<file path="config.mk">
export PLATFORM = sky130hd
export DESIGN_NAME = i2c_register_access_master_core
export DESIGN_NICKNAME = d
export VERILOG_FILES = /design/src/hw/rtl/i2cram_pkg.sv /design/src/hw/rtl/i2cram_wbuf.sv /design/src/hw/rtl/i2cram_seq.sv /design/src/hw/rtl/i2c_register_access_master_core.sv
export SDC_FILE = /design/constraint.sdc
export NUM_CORES = 1
export LEC_CHECK = 0
export CAP_MARGIN = 5
export CORE_ASPECT_RATIO = 0.6
export CORE_MARGIN = 3
export CORE_UTILIZATION = 60
export DETAILED_ROUTE_END_ITERATION = 12
export DONT_BUFFER_PORTS = 1
export PLACE_DENSITY_LB_ADDON = 0.08
export SETUP_SLACK_MARGIN = 0.02
export SYNTH_ARGS = -nofsm -noshare
export SYNTH_HDL_FRONTEND = slang
export SYNTH_SLANG_ARGS = --single-unit
</file>
<file path="constraint.sdc">
create_clock -name clk -period 8 [get_ports clk]
set_input_delay 1.6 -clock clk [delete_from_list [all_inputs] [get_ports clk]]
set_output_delay 1.6 -clock clk [all_outputs]
set_load 0.03 [all_outputs]
</file>
<file path="src/hw/rtl/i2cram_pkg.sv">
// shared types, codes and constants of the i2c register access master
`default_nettype none
package i2cram_pkg;

  // write buffer geometry
  localparam int WBUF_DEPTH = 16;
  localparam int WBUF_AW    = $clog2(WBUF_DEPTH);

  // item opcodes
  localparam logic [1:0] OP_TICK     = 2'd0;
  localparam logic [1:0] OP_LOAD     = 2'd1;
  localparam logic [1:0] OP_START_WR = 2'd2;
  localparam logic [1:0] OP_START_RD = 2'd3;

  // sequencer phases
  localparam logic [4:0] PH_IDLE    = 5'd0;
  localparam logic [4:0] PH_ST_A    = 5'd1;
  localparam logic [4:0] PH_ST_B    = 5'd2;
  localparam logic [4:0] PH_ST_C    = 5'd3;
  localparam logic [4:0] PH_TX_D    = 5'd4;
  localparam logic [4:0] PH_TX_H    = 5'd5;
  localparam logic [4:0] PH_TX_L    = 5'd6;
  localparam logic [4:0] PH_AK_R    = 5'd7;
  localparam logic [4:0] PH_AK_H    = 5'd8;
  localparam logic [4:0] PH_AK_S    = 5'd9;
  localparam logic [4:0] PH_AK_NEXT = 5'd10;
  localparam logic [4:0] PH_ABORT   = 5'd11;
  localparam logic [4:0] PH_RX_REL  = 5'd12;
  localparam logic [4:0] PH_RX_H    = 5'd13;
  localparam logic [4:0] PH_RX_S    = 5'd14;
  localparam logic [4:0] PH_RX_W    = 5'd15;
  localparam logic [4:0] PH_RX_A    = 5'd16;
  localparam logic [4:0] PH_RX_AH   = 5'd17;
  localparam logic [4:0] PH_RX_AL   = 5'd18;
  localparam logic [4:0] PH_RX_END  = 5'd19;
  localparam logic [4:0] PH_SP_A    = 5'd20;
  localparam logic [4:0] PH_SP_B    = 5'd21;

  // byte being sent within a transaction
  localparam logic [1:0] STG_ADDR  = 2'd0;
  localparam logic [1:0] STG_REG   = 2'd1;
  localparam logic [1:0] STG_DATA  = 2'd2;
  localparam logic [1:0] STG_RADDR = 2'd3;

  localparam logic [7:0] RD_BIT   = 8'h01;
  localparam logic [3:0] LAST_BIT = 4'd7;

  // one input item
  typedef struct packed {
    logic [1:0]  opcode;
    logic [7:0]  address_byte;
    logic [7:0]  register_address;
    logic [15:0] byte_count;
    logic [7:0]  write_data;
    logic [3:0]  buffer_index;
    logic        sda_in;
  } i2cram_item_t;

  // one result item
  typedef struct packed {
    logic       scl_out;
    logic       sda_out;
    logic       busy_res;
    logic       done_res;
    logic       success;
    logic [7:0] read_data;
    logic       read_valid;
    logic       read_last;
  } i2cram_res_t;

endpackage
`default_nettype wire

</file>
<file path="src/hw/rtl/i2cram_wbuf.sv">
// write data buffer: one write port from load items, one read port for the sequencer
`default_nettype none
module i2cram_wbuf
  import i2cram_pkg::*;
(
  input  wire logic               clk,
  input  wire logic               wr_en,
  input  wire logic [WBUF_AW-1:0] wr_addr,
  input  wire logic [7:0]         wr_data,
  input  wire logic [WBUF_AW-1:0] rd_addr,
  output logic      [7:0]         rd_data
);

  logic [7:0] mem_r [WBUF_DEPTH];
  logic [7:0] rd_data_r;

  // slot write
  always_ff @(posedge clk) begin
    if (wr_en) begin
      mem_r[wr_addr] <= wr_data;
    end
  end

  // registered slot read, a write to the same slot passes straight through
  // the pointer settles many items before the sequencer uses the byte
  always_ff @(posedge clk) begin
    if (wr_en && (wr_addr == rd_addr)) begin
      rd_data_r <= wr_data;
    end else begin
      rd_data_r <= mem_r[rd_addr];
    end
  end

  assign rd_data = rd_data_r;

endmodule
`default_nettype wire

</file>
<file path="src/hw/rtl/i2cram_seq.sv">
// bus sequencer: state registers and the single-step next-state logic
`default_nettype none
module i2cram_seq
  import i2cram_pkg::*;
(
  input  wire logic               clk,
  input  wire logic               rst_n,
  input  wire logic               item_en,
  input  wire i2cram_item_t       item,
  input  wire logic [7:0]         tpd,
  output logic      [WBUF_AW-1:0] buf_rd_addr,
  input  wire logic [7:0]         buf_rd_data,
  output i2cram_res_t             res
);

  logic [4:0]         phase_r, phase_nxt;
  logic [3:0]         bit_cnt_r, bit_cnt_nxt;
  logic [7:0]         shift_r, shift_nxt;
  logic [15:0]        bytes_left_r, bytes_left_nxt;
  logic [WBUF_AW-1:0] byte_ptr_r, byte_ptr_nxt;
  logic [7:0]         delay_r, delay_nxt;
  logic               is_read_r, is_read_nxt;
  logic [7:0]         saddr_r, saddr_nxt;
  logic [7:0]         sreg_r, sreg_nxt;
  logic               scl_r, scl_nxt;
  logic               sda_r, sda_nxt;
  logic [1:0]         stage_r, stage_nxt;

  logic [4:0] ph;
  logic       do_step;
  logic       set_dly;
  logic       sda_s;
  logic [7:0] tpd_eff;

  assign buf_rd_addr = byte_ptr_r;
  assign tpd_eff     = (tpd == 8'd0) ? 8'd1 : tpd;

  // next state for one item
  always_comb begin
    phase_nxt      = phase_r;
    bit_cnt_nxt    = bit_cnt_r;
    shift_nxt      = shift_r;
    bytes_left_nxt = bytes_left_r;
    byte_ptr_nxt   = byte_ptr_r;
    delay_nxt      = delay_r;
    is_read_nxt    = is_read_r;
    saddr_nxt      = saddr_r;
    sreg_nxt       = sreg_r;
    scl_nxt        = scl_r;
    sda_nxt        = sda_r;
    stage_nxt      = stage_r;
    res            = '0;
    ph             = phase_r;
    do_step        = 1'b0;
    set_dly        = 1'b1;
    sda_s          = item.sda_in;

    // item decode
    case (item.opcode)
      OP_TICK: begin
        if (phase_r != PH_IDLE) begin
          if (delay_r > 8'd1) begin
            delay_nxt = delay_r - 8'd1;
          end else begin
            delay_nxt = 8'd0;
            do_step   = 1'b1;
          end
        end
      end
      OP_START_WR, OP_START_RD: begin
        if (phase_r == PH_IDLE) begin
          is_read_nxt    = (item.opcode == OP_START_RD);
          saddr_nxt      = item.address_byte;
          sreg_nxt       = item.register_address;
          bytes_left_nxt = (is_read_nxt && item.byte_count == 16'd0) ? 16'd1
                                                                      : item.byte_count;
          byte_ptr_nxt   = '0;
          bit_cnt_nxt    = 4'd0;
          stage_nxt      = STG_ADDR;
          ph             = PH_ST_A;
          do_step        = 1'b1;
          sda_s          = 1'b0;
        end
      end
      default: begin
      end
    endcase

    if (do_step) begin
      // zero-delay hand-over phases chain into the following step
      if (ph == PH_AK_NEXT) begin
        if (stage_nxt == STG_ADDR) begin
          stage_nxt   = STG_REG;
          shift_nxt   = sreg_nxt;
          bit_cnt_nxt = 4'd0;
          ph          = PH_TX_D;
        end else if (stage_nxt == STG_REG && is_read_nxt) begin
          stage_nxt = STG_RADDR;
          ph        = PH_ST_A;
        end else if (stage_nxt == STG_RADDR) begin
          ph = PH_RX_REL;
        end else if (bytes_left_nxt != 16'd0) begin
          stage_nxt      = STG_DATA;
          shift_nxt      = buf_rd_data;
          bit_cnt_nxt    = 4'd0;
          ph             = PH_TX_D;
          byte_ptr_nxt   = byte_ptr_nxt + WBUF_AW'(1);
          bytes_left_nxt = bytes_left_nxt - 16'd1;
        end else begin
          ph = PH_SP_A;
        end
      end else if (ph == PH_RX_END) begin
        sda_nxt = 1'b1;
        if (bytes_left_nxt != 16'd0) begin
          bytes_left_nxt = bytes_left_nxt - 16'd1;
        end
        ph = (bytes_left_nxt != 16'd0) ? PH_RX_REL : PH_SP_A;
      end

      // one bus step
      case (ph)
        PH_ST_A: begin
          sda_nxt   = 1'b1;
          scl_nxt   = 1'b1;
          phase_nxt = PH_ST_B;
        end
        PH_ST_B: begin
          sda_nxt   = 1'b0;
          phase_nxt = PH_ST_C;
        end
        PH_ST_C: begin
          scl_nxt     = 1'b0;
          shift_nxt   = (stage_nxt == STG_RADDR) ? (saddr_nxt | RD_BIT) : saddr_nxt;
          bit_cnt_nxt = 4'd0;
          phase_nxt   = PH_TX_D;
        end
        PH_TX_D: begin
          sda_nxt   = shift_nxt[7];
          phase_nxt = PH_TX_H;
        end
        PH_TX_H: begin
          scl_nxt   = 1'b1;
          phase_nxt = PH_TX_L;
        end
        PH_TX_L: begin
          scl_nxt = 1'b0;
          if (bit_cnt_nxt == LAST_BIT) begin
            sda_nxt = 1'b1;
          end
          phase_nxt   = (bit_cnt_nxt == LAST_BIT) ? PH_AK_R : PH_TX_D;
          shift_nxt   = {shift_nxt[6:0], 1'b0};
          bit_cnt_nxt = bit_cnt_nxt + 4'd1;
        end
        PH_AK_R: begin
          sda_nxt   = 1'b1;
          phase_nxt = PH_AK_H;
        end
        PH_AK_H: begin
          scl_nxt   = 1'b1;
          phase_nxt = PH_AK_S;
        end
        PH_AK_S: begin
          scl_nxt   = 1'b0;
          phase_nxt = sda_s ? PH_ABORT : PH_AK_NEXT;
        end
        PH_ABORT: begin
          res.done_res = 1'b1;
          phase_nxt    = PH_IDLE;
          set_dly      = 1'b0;
        end
        PH_RX_REL: begin
          sda_nxt     = 1'b1;
          shift_nxt   = 8'd0;
          bit_cnt_nxt = 4'd0;
          phase_nxt   = PH_RX_H;
        end
        PH_RX_H: begin
          scl_nxt   = 1'b1;
          phase_nxt = PH_RX_S;
        end
        PH_RX_S: begin
          scl_nxt = 1'b0;
          shift_nxt = {shift_nxt[6:0], sda_s};
          if (bit_cnt_nxt == LAST_BIT) begin
            res.read_valid = 1'b1;
            res.read_data  = shift_nxt;
            res.read_last  = (bytes_left_nxt <= 16'd1);
            phase_nxt      = PH_RX_W;
          end else begin
            phase_nxt = PH_RX_H;
          end
          bit_cnt_nxt = bit_cnt_nxt + 4'd1;
        end
        PH_RX_W: begin
          phase_nxt = PH_RX_A;
        end
        PH_RX_A: begin
          sda_nxt   = (bytes_left_nxt <= 16'd1);
          phase_nxt = PH_RX_AH;
        end
        PH_RX_AH: begin
          scl_nxt   = 1'b1;
          phase_nxt = PH_RX_AL;
        end
        PH_RX_AL: begin
          scl_nxt   = 1'b0;
          phase_nxt = PH_RX_END;
        end
        PH_SP_A: begin
          sda_nxt   = 1'b0;
          scl_nxt   = 1'b1;
          phase_nxt = PH_SP_B;
        end
        PH_SP_B: begin
          sda_nxt       = 1'b1;
          res.done_res  = 1'b1;
          res.success   = 1'b1;
          phase_nxt     = PH_IDLE;
          set_dly       = 1'b0;
        end
        default: begin
          phase_nxt = PH_IDLE;
          set_dly   = 1'b0;
        end
      endcase

      if (set_dly) begin
        delay_nxt = tpd_eff;
      end
    end

    res.scl_out  = scl_nxt;
    res.sda_out  = sda_nxt;
    res.busy_res = (phase_nxt != PH_IDLE);
  end

  // state registers
  always_ff @(posedge clk) begin
    if (!rst_n) begin
      phase_r      <= PH_IDLE;
      bit_cnt_r    <= 4'd0;
      shift_r      <= 8'd0;
      bytes_left_r <= 16'd0;
      byte_ptr_r   <= '0;
      delay_r      <= 8'd0;
      is_read_r    <= 1'b0;
      saddr_r      <= 8'd0;
      sreg_r       <= 8'd0;
      scl_r        <= 1'b1;
      sda_r        <= 1'b1;
      stage_r      <= STG_ADDR;
    end else if (item_en) begin
      phase_r      <= phase_nxt;
      bit_cnt_r    <= bit_cnt_nxt;
      shift_r      <= shift_nxt;
      bytes_left_r <= bytes_left_nxt;
      byte_ptr_r   <= byte_ptr_nxt;
      delay_r      <= delay_nxt;
      is_read_r    <= is_read_nxt;
      saddr_r      <= saddr_nxt;
      sreg_r       <= sreg_nxt;
      scl_r        <= scl_nxt;
      sda_r        <= sda_nxt;
      stage_r      <= stage_nxt;
    end
  end

endmodule
`default_nettype wire

</file>
<file path="src/hw/rtl/i2c_register_access_master_core.sv">
// Bit-banged I2C master for register writes and reads, driven by a stream of items.
// Every accepted item (tick, buffer load or start command) yields exactly one result
// item carrying the SCL/SDA drive levels and status. The block takes one item per
// clock; the result is written into the output register on acceptance, and
// in_tready stays high as long as that register is empty or being drained. Bus timing
// is set only by tick items: each pin change is held for cfg_data tick items (zero
// counts as one). A write sends address, register and byte_count bytes from the
// 16-entry buffer; a read sends address, register, a repeated start and address|1,
// then returns each received byte with out_tuser set and out_tlast on the final one.
`default_nettype none
module i2c_register_access_master_core
  import i2cram_pkg::*;
(
  input  wire logic        clk,
  input  wire logic        rst_n,
  // input items
  input  wire logic        in_tvalid,
  output logic             in_tready,
  // address_byte[7:0], register_address[15:8], byte_count[31:16], write_data[39:32],
  // buffer_index[43:40], sda_in[44], zero[47:45]
  input  wire logic [47:0] in_tdata,
  // opcode[1:0]
  input  wire logic [1:0]  in_tuser,
  // result items
  output logic             out_tvalid,
  input  wire logic        out_tready,
  // scl_out[0], sda_out[1], busy_res[2], done_res[3], success[4], read_data[12:5],
  // zero[15:13]
  output logic      [15:0] out_tdata,
  // read_valid[0]
  output logic             out_tuser,
  output logic             out_tlast,
  // ticks per delay register
  input  wire logic        cfg_valid,
  output logic             cfg_ready,
  input  wire logic [7:0]  cfg_data
);

  i2cram_item_t       item;
  i2cram_res_t        res;
  logic               in_acc;
  logic [7:0]         tpd_r;
  logic               out_tvalid_r;
  i2cram_res_t        res_r;
  logic [WBUF_AW-1:0] buf_rd_addr;
  logic [7:0]         buf_rd_data;
  logic               buf_wr_en;

  // input unpacking
  assign item.opcode           = in_tuser;
  assign item.address_byte     = in_tdata[7:0];
  assign item.register_address = in_tdata[15:8];
  assign item.byte_count       = in_tdata[31:16];
  assign item.write_data       = in_tdata[39:32];
  assign item.buffer_index     = in_tdata[43:40];
  assign item.sda_in           = in_tdata[44];

  // handshake
  assign in_tready = !out_tvalid_r || out_tready;
  assign in_acc    = in_tvalid && in_tready;
  assign cfg_ready = 1'b1;

  // configuration register
  always_ff @(posedge clk) begin
    if (!rst_n) begin
      tpd_r <= 8'd1;
    end else if (cfg_valid && cfg_ready) begin
      tpd_r <= cfg_data;
    end
  end

  // buffer load
  assign buf_wr_en = in_acc && (item.opcode == OP_LOAD)
                     && ({1'b0, item.buffer_index} < 5'(WBUF_DEPTH));

  i2cram_wbuf u_wbuf (
    .clk     (clk),
    .wr_en   (buf_wr_en),
    .wr_addr (item.buffer_index[WBUF_AW-1:0]),
    .wr_data (item.write_data),
    .rd_addr (buf_rd_addr),
    .rd_data (buf_rd_data)
  );

  i2cram_seq u_seq (
    .clk         (clk),
    .rst_n       (rst_n),
    .item_en     (in_acc),
    .item        (item),
    .tpd         (tpd_r),
    .buf_rd_addr (buf_rd_addr),
    .buf_rd_data (buf_rd_data),
    .res         (res)
  );

  // result register
  always_ff @(posedge clk) begin
    if (!rst_n) begin
      out_tvalid_r <= 1'b0;
    end else if (in_acc) begin
      out_tvalid_r <= 1'b1;
    end else if (out_tready) begin
      out_tvalid_r <= 1'b0;
    end
  end

  always_ff @(posedge clk) begin
    if (in_acc) begin
      res_r <= res;
    end
  end

  // output packing
  assign out_tvalid = out_tvalid_r;
  assign out_tdata  = {3'b000, res_r.read_data, res_r.success, res_r.done_res,
                       res_r.busy_res, res_r.sda_out, res_r.scl_out};
  assign out_tuser  = res_r.read_valid;
  assign out_tlast  = res_r.read_last;

  // checks
  a_acc_fills_out: assert property (@(posedge clk) disable iff (!rst_n)
    in_acc |=> out_tvalid_r)
    else $error("accepted item gave no result");

  a_last_needs_valid: assert property (@(posedge clk) disable iff (!rst_n)
    out_tvalid_r && res_r.read_last |-> res_r.read_valid)
    else $error("last flag without a received byte");

  a_done_not_busy: assert property (@(posedge clk) disable iff (!rst_n)
    out_tvalid_r && res_r.done_res |-> !res_r.busy_res && !res_r.read_valid)
    else $error("done reported while still busy or receiving");

endmodule
`default_nettype wire
</file>
Yosys cells after proc, flatten, opt, wreduce, memory -nomap -nowiden
Memory sizes are Yosys's and may differ from the RTL's. A register that Yosys moved wholly into a read port is not among the register bits.
Index checks and enable logic that the tools add are counted.
{"block": "word_totals", "latchBits": 0, "n_memories": 1, "mem_bits_rw": 128, "elab_cells": 182, "input_bits": 63, "register_bits": 90, "mem_bits_ro": 0, "output_inout_bits": 21}
{"memory": "u_wbuf.mem_r", "depth": 16, "word_bits": 8, "rd": 1, "rd_clocked_by_memory_dff": 1, "write_ports": 1, "line": "i2cram_wbuf.sv:14", "source": "logic [7:0] mem_r [WBUF_DEPTH];"}
{"block": "classes", "n_mul": 0, "n_eq_ne": 28, "bitwise_logic": 0, "n_reduce_logical": 28, "addsub": 4, "shifts": 0, "mux": 97, "order_cmp": 2, "n_div": 0}
{"op": "$mux W16", "count": 14}
{"op": "$mux W8", "count": 15}
{"op": "$pmux W5 S17", "count": 1}
{"op": "$mux W4", "count": 17}
{"op": "$mux W5", "count": 11}
{"op": "$eq A5 B4 Y1 const B", "count": 8}
{"op": "$pmux W8 S4", "count": 1}
{"op": "$reduce_bool A16 Y1", "count": 2}
{"op": "$eq A5 B5 Y1 const B", "count": 6}
{"op": "$mux W2", "count": 12}
{"op": "$mux W1", "count": 22}
{"op": "$eq A5 B3 Y1 const B", "count": 4}
{"op": "$reduce_or A17 Y1", "count": 1}
{"op": "$le A16 B1 Y1 const B", "count": 1}
{"op": "$logic_not A16 Y1", "count": 1}
{"op": "$sub A16 B1 Y16 const B", "count": 1}
{"op": "$eq A5 B2 Y1 const B", "count": 2}
{"op": "$reduce_bool A5 Y1", "count": 2}
{"op": "$reduce_or A2 Y1", "count": 5}
{"op": "$add A4 B1 Y4 const B", "count": 2}
{"op": "$eq A2 B2 Y1 const B", "count": 4}
{"op": "$gt A8 B1 Y1 const B", "count": 1}
{"op": "$logic_not A8 Y1", "count": 1}
{"op": "$pmux W4 S2", "count": 1}
{"op": "17 further kinds", "count": 24}

Logic depth before layout (Yosys ltp)
{"block": "depth", "ltp_word": 21, "mapped_depth": 22, "mapped_depth_nobuf": 19}

Modules after synthesis
Synthesis repeated with hierarchy kept, for this count alone.
{"block": "hier_totals", "cells_unflattened": 1046, "area_unflattened_um2": 11314.6}
{"module": "i2cram_seq", "cells_each": 769, "instances": 1, "seq_area_each_um2": 1321.3, "area_per_inst_um2": 5398.9}
{"module": "i2cram_wbuf", "cells_each": 225, "instances": 1, "seq_area_each_um2": 3923.8, "area_per_inst_um2": 5067.4}
{"module": "i2c_register_access_master_core", "cells_each": 52, "instances": 1, "seq_area_each_um2": 630.6, "area_per_inst_um2": 848.3}

Worst setup path before layout
Ideal clock, no wire load.
{"block": "synth_timing", "path_type": "input-to-reg", "from": "input in_tuser[1]", "to": "register res_r (netlist bit out_tdata[1]), data pin", "slack_ns": 1.692, "t_arrival_ns": 6.162, "path_stages": 21, "path_cell_list": "or4b_4 nor2_2 buf_4 buf_4 mux2i_1 ha_1 or3b_2 nor4b_4 a32o_1 clkbuf_1 a21oi_1 o21ai_0 clkbuf_1 and3_1 ha_1 nand4_1 a21oi_1 a31oi_1 a21oi_1 a2111oi_2 a21oi_1"}
{"element": "start: declaration", "line": "i2c_register_access_master_core.sv:23", "source": "input wire logic [1:0] in_tuser,"}
{"element": "end signal: assignment", "line": "i2c_register_access_master_core.sv:109", "source": "res_r <= res;"}
{"element": "end: declaration", "line": "i2c_register_access_master_core.sv:44", "source": "i2cram_res_t res_r;"}

==> flow_summary.json <==
{
  "status": "completed",
  "min_period_over_period_pct": 83.3,
  "drt-total-wl_um": 29500,
  "ctsResizeCount": 0,
  "yosys.area.top_type": "edfxtp_1",
  "dr.pass1.iters": 5,
  "area_growth_pct": 7.55,
  "p_switching_w": 0.000777,
  "io_pins": 84,
  "start_util_pct": 63.0,
  "die_h_um": 111,
  "switching_share_pct": 27.8,
  "fillers": 1276,
  "die_area_um2": 20300,
  "grt_overflow": 0,
  "p_seq_share_pct": 46.5,
  "crit_chain": "or4b_4 -> nor2_4 -> buf_4 -> mux2i_1 -> ha_1 -> or3b_2 -> nor4b_4 -> nand3_1 -> or3_1 -> a32o_1 -> nor4_4 -> a22o_2 -> nor2_1 -> o21bai_1 -> a2111oi_2 -> a21oi_1",
  "r2r_cells": 16,
  "critPathLaunchType": "input port",
  "fin_skew_ns": 0.0207,
  "antenna_found_initial": 0,
  "setup_viol": 0,
  "dpl.hpwl_um": 20700,
  "via_per_inst": 6.82,
  "syn_area_per_cell_um2": 11.1,
  "rr_startpoint": "u_seq.phase_r[4]",
  "cts_tree": "built",
  "hold_depth": 0,
  "cp-end-kind": "flip-flop",
  "num_rows": 37,
  "cts_hold_buf": 0,
  "dieWidth_um": 182,
  "h-tree-depth": 1,
  "reg2reg_slack_ns": 1.75,
  "cts_inserted_buffers": 21,
  "port_buffers": 0,
  "grt_util_all_layers_pct": 29.1,
  "grt_pass1_vias": 8001,
  "post_cts_buffers": 0,
  "drc": 0,
  "drive_gt1_share_pct": 13.3,
  "arrival_ns": 6.90,
  "report.final.slew_viol_count": 0,
  "fin_cells": 1230,
  "cap_violations": 0,
  "insertion_delay_ns": 0.50,
  "clk_path_buf_depth": 3,
  "postRouteAntennaNets": 0,
  "netlist_area_um2": 11100,
  "hp-class": "flip-flop to flip-flop",
  "yosysUniqueCellTypes": 85,
  "ys.flop_type": "edfxtp_1",
  "synthTopCellsByArea": "edfxtp_1 39%, dfxtp_1 14%, mux4_2 8.1%",
  "dp.cells": 1193,
  "cp.required_ns": 8.23,
  "rsz0062_at_grt": "no",
  "async_flop_share_pct": 0,
  "p_int_w": 0.00201,
  "pwr-share-clk_pct": 36.7,
  "drt_iter0_markers": 1289,
  "grt_pass1_wl_um": 46500,
  "vias": 8390,
  "min-delay-start": "u_seq.buf_rd_addr[0]",
  "p_leak_nw": 3.88,
  "synth-seq-cells": 222,
  "tightest_slew_ns": 1.17,
  "core_region_area_um2": 17600,
  "maxSlewHeadroom_pct": 22.1,
  "clk_pin_slew_ns": 0.07,
  "finalCriticalPeriod_ns": 6.66,
  "ys_warn_count": 0,
  "place.gp.congestion": 0.958,
  "combPwrFrac_pct": 16.8,
  "synth_top_area_share_pct": 38.6,
  "numClockSinks": 222,
  "worst_path_dominant_cell_family": "simple AND/OR/NAND/NOR gates",
  "cts_root_buf": "clkbuf_16",
  "peakVddDrop_v": 0.000184,
  "worst-path-buf-inv": 1,
  "synthCells": 1005,
  "yosysSeqAreaShare_pct": 52.8,
  "cpMaxStageDelayCell": "buf_4",
  "powerDensity_nw_per_um2": 233,
  "wl_per_cell_um": 24.0,
  "tns_ns": 0,
  "grt_max_degree": 59,
  "max_clock_freq_mhz": 150,
  "cpPeakStageDelay_ns": 0.54,
  "synth_edf_count": 143,
  "reg2reg_to": "out_tdata[1]",
  "nets": 1050,
  "worst-path-max-fanout": 48,
  "diodes": 0,
  "hold_violations": 0,
  "path_class": "input port to flip-flop"
}
[worst max path at each step]
stage	depth (start not counted)	endpoint	startpoint	slack [ns]
after floorplan	21	out_tdata[1]	in_tuser[1]	1.69
after global placement	16	out_tdata[1]	in_tuser[1]	1.03
after detailed placement	16	out_tdata[1]	in_tuser[1]	0.93
after CTS	16	out_tdata[1]	in_tuser[1]	1.44
after global routing	16	out_tdata[1]	in_tuser[1]	1.04
final	16	out_tdata[1]	in_tuser[1]	1.34
[routing by layer]
metal	vias to the layer above	routed length [µm]	global-route usage, %	share of wire [%]
met3	51	4080	8.78	14
met2	550	11700	39.1	40
li1	3750	-	-	-
met4	0	558	5.38	1.9
met1	4039	13200	46.9	45
met5	-	0	0	0
[metrics by stage]
step / hold WS [ns] / worst slack, ns / area, µm² / util (%) / power (W)
floorplan: 0.331 / 1.69 / 11100 / - / 0.00166
global placement: 0.338 / 1.03 / 11300 / 63.8 / 0.00176
detailed placement: 0.347 / 0.929 / 11300 / 63.8 / 0.00177
CTS: 0.363 / 1.44 / 12000 / 67.8 / 0.00279
global route: 0.373 / 1.04 / 12000 / 67.8 / 0.00289
finish: 0.364 / 1.34 / 12000 / 67.8 / 0.00279
[final cells by class]
cell class,instances,area (µm²),area share [%]
Timing Repair Buffer,15,113,0.942
Multi-Input combinational cell,700,4890,40.9
Inverter,22,82.6,0.691
Sequential cell,222,5880,49.1
Tap cell,234,293,2.45
Clock inverter,10,131,1.10
Clock buffer,27,568,4.75
[registers in the layout, indices dropped and copies added (netlist names), named ones only]
name                cells
u_seq.bytes_left_r     16
u_seq.phase_r           5
u_seq.shift_r           8
u_seq.sreg_r            8
out_tuser               1
u_seq.stage_r           2
u_seq.scl_r             1
u_seq.saddr_r           8
u_wbuf.mem_r          128
u_seq.bit_cnt_r         4
u_seq.sda_r             1
out_tdata              13
u_seq.buf_rd_addr       4
out_tvalid              1
tpd_r                   8
out_tlast               1
u_seq.delay_r           8
u_seq.is_read_r         1
[placed cells by master, fill, tap and decap left out, types with 8 or more instances in the layout]
cell type,synthesis,final
o21ai_0,36,36
nor4_1,21,21
a21oi_1,84,84
edfxtp_1,143,143
or3_1,8,8
mux2i_1,28,28
a31oi_1,22,22
nor3_1,27,27
nand2_1,128,128
dfxtp_1,79,78
nor2_1,80,79
nand3_1,19,19
buf_4,6,15
clkbuf_16,0,21
inv_1,21,20
xnor2_1,13,13
xor2_1,12,12
a22o_1,8,8
nand2b_1,12,12
and2_1,13,13
mux4_2,40,40
[synth_stat cells, types with 5 or more instances]
library cell	count
edfxtp_1	143
nand2_1	128
a21oi_1	84
nor2_1	80
dfxtp_1	79
clkbuf_1	44
mux4_2	40
o21ai_0	36
mux2i_1	28
nor3_1	27
a31oi_1	22
inv_1	21
nor4_1	21
nand3_1	19
and2_1	13
xnor2_1	13
nand2b_1	12
xor2_1	12
a22o_1	8
or3_1	8
and3_1	6
buf_2	6
buf_4	6
nand3b_1	6
nand4_1	6
nor2b_1	6
o31ai_1	6
or2_2	6
a211oi_1	5
buf_1	5
ha_1	5
mux2_2	5
o211ai_1	5
o21ai_1	5
o32ai_1	5
or4_4	5
[cells by family after synthesis]
kind of cell	count (synthesis)	synth area share, %
adder cells (fa/ha/maj)	5	0.563
AND/OR/NAND/NOR	373	17.1
multiplexers	73	11.1
AO/OA/AOI/OAI	220	13.1
buffers and inverters	85	3.27
flip-flops	222	52.8
XOR/XNOR	25	1.97
other	2	0.0675
[worst reg2reg max path, delay by kind of cell (launching register included)]
kind	cells	cell delay, ns
muxes	1	0.31
buffers and inverters	1	0.54
adders and majority gates	1	0.30
and+or+nand+nor	8	2.82
AOI/OAI and AO/OA	5	1.48
DFF	1	0.52
[power groups by stage]
stage	combinational [W]	sequential, W	clock (W)
final	0.000469	0.00130	0.00102
after global routing	0.000506	0.00130	0.00108
after CTS	0.000454	0.00130	0.00104
after detailed placement	0.000452	0.00132	0
after global placement	0.000441	0.00132	0
after floorplan	0.000361	0.00130	0
Power figures use the tool's default switching activity.
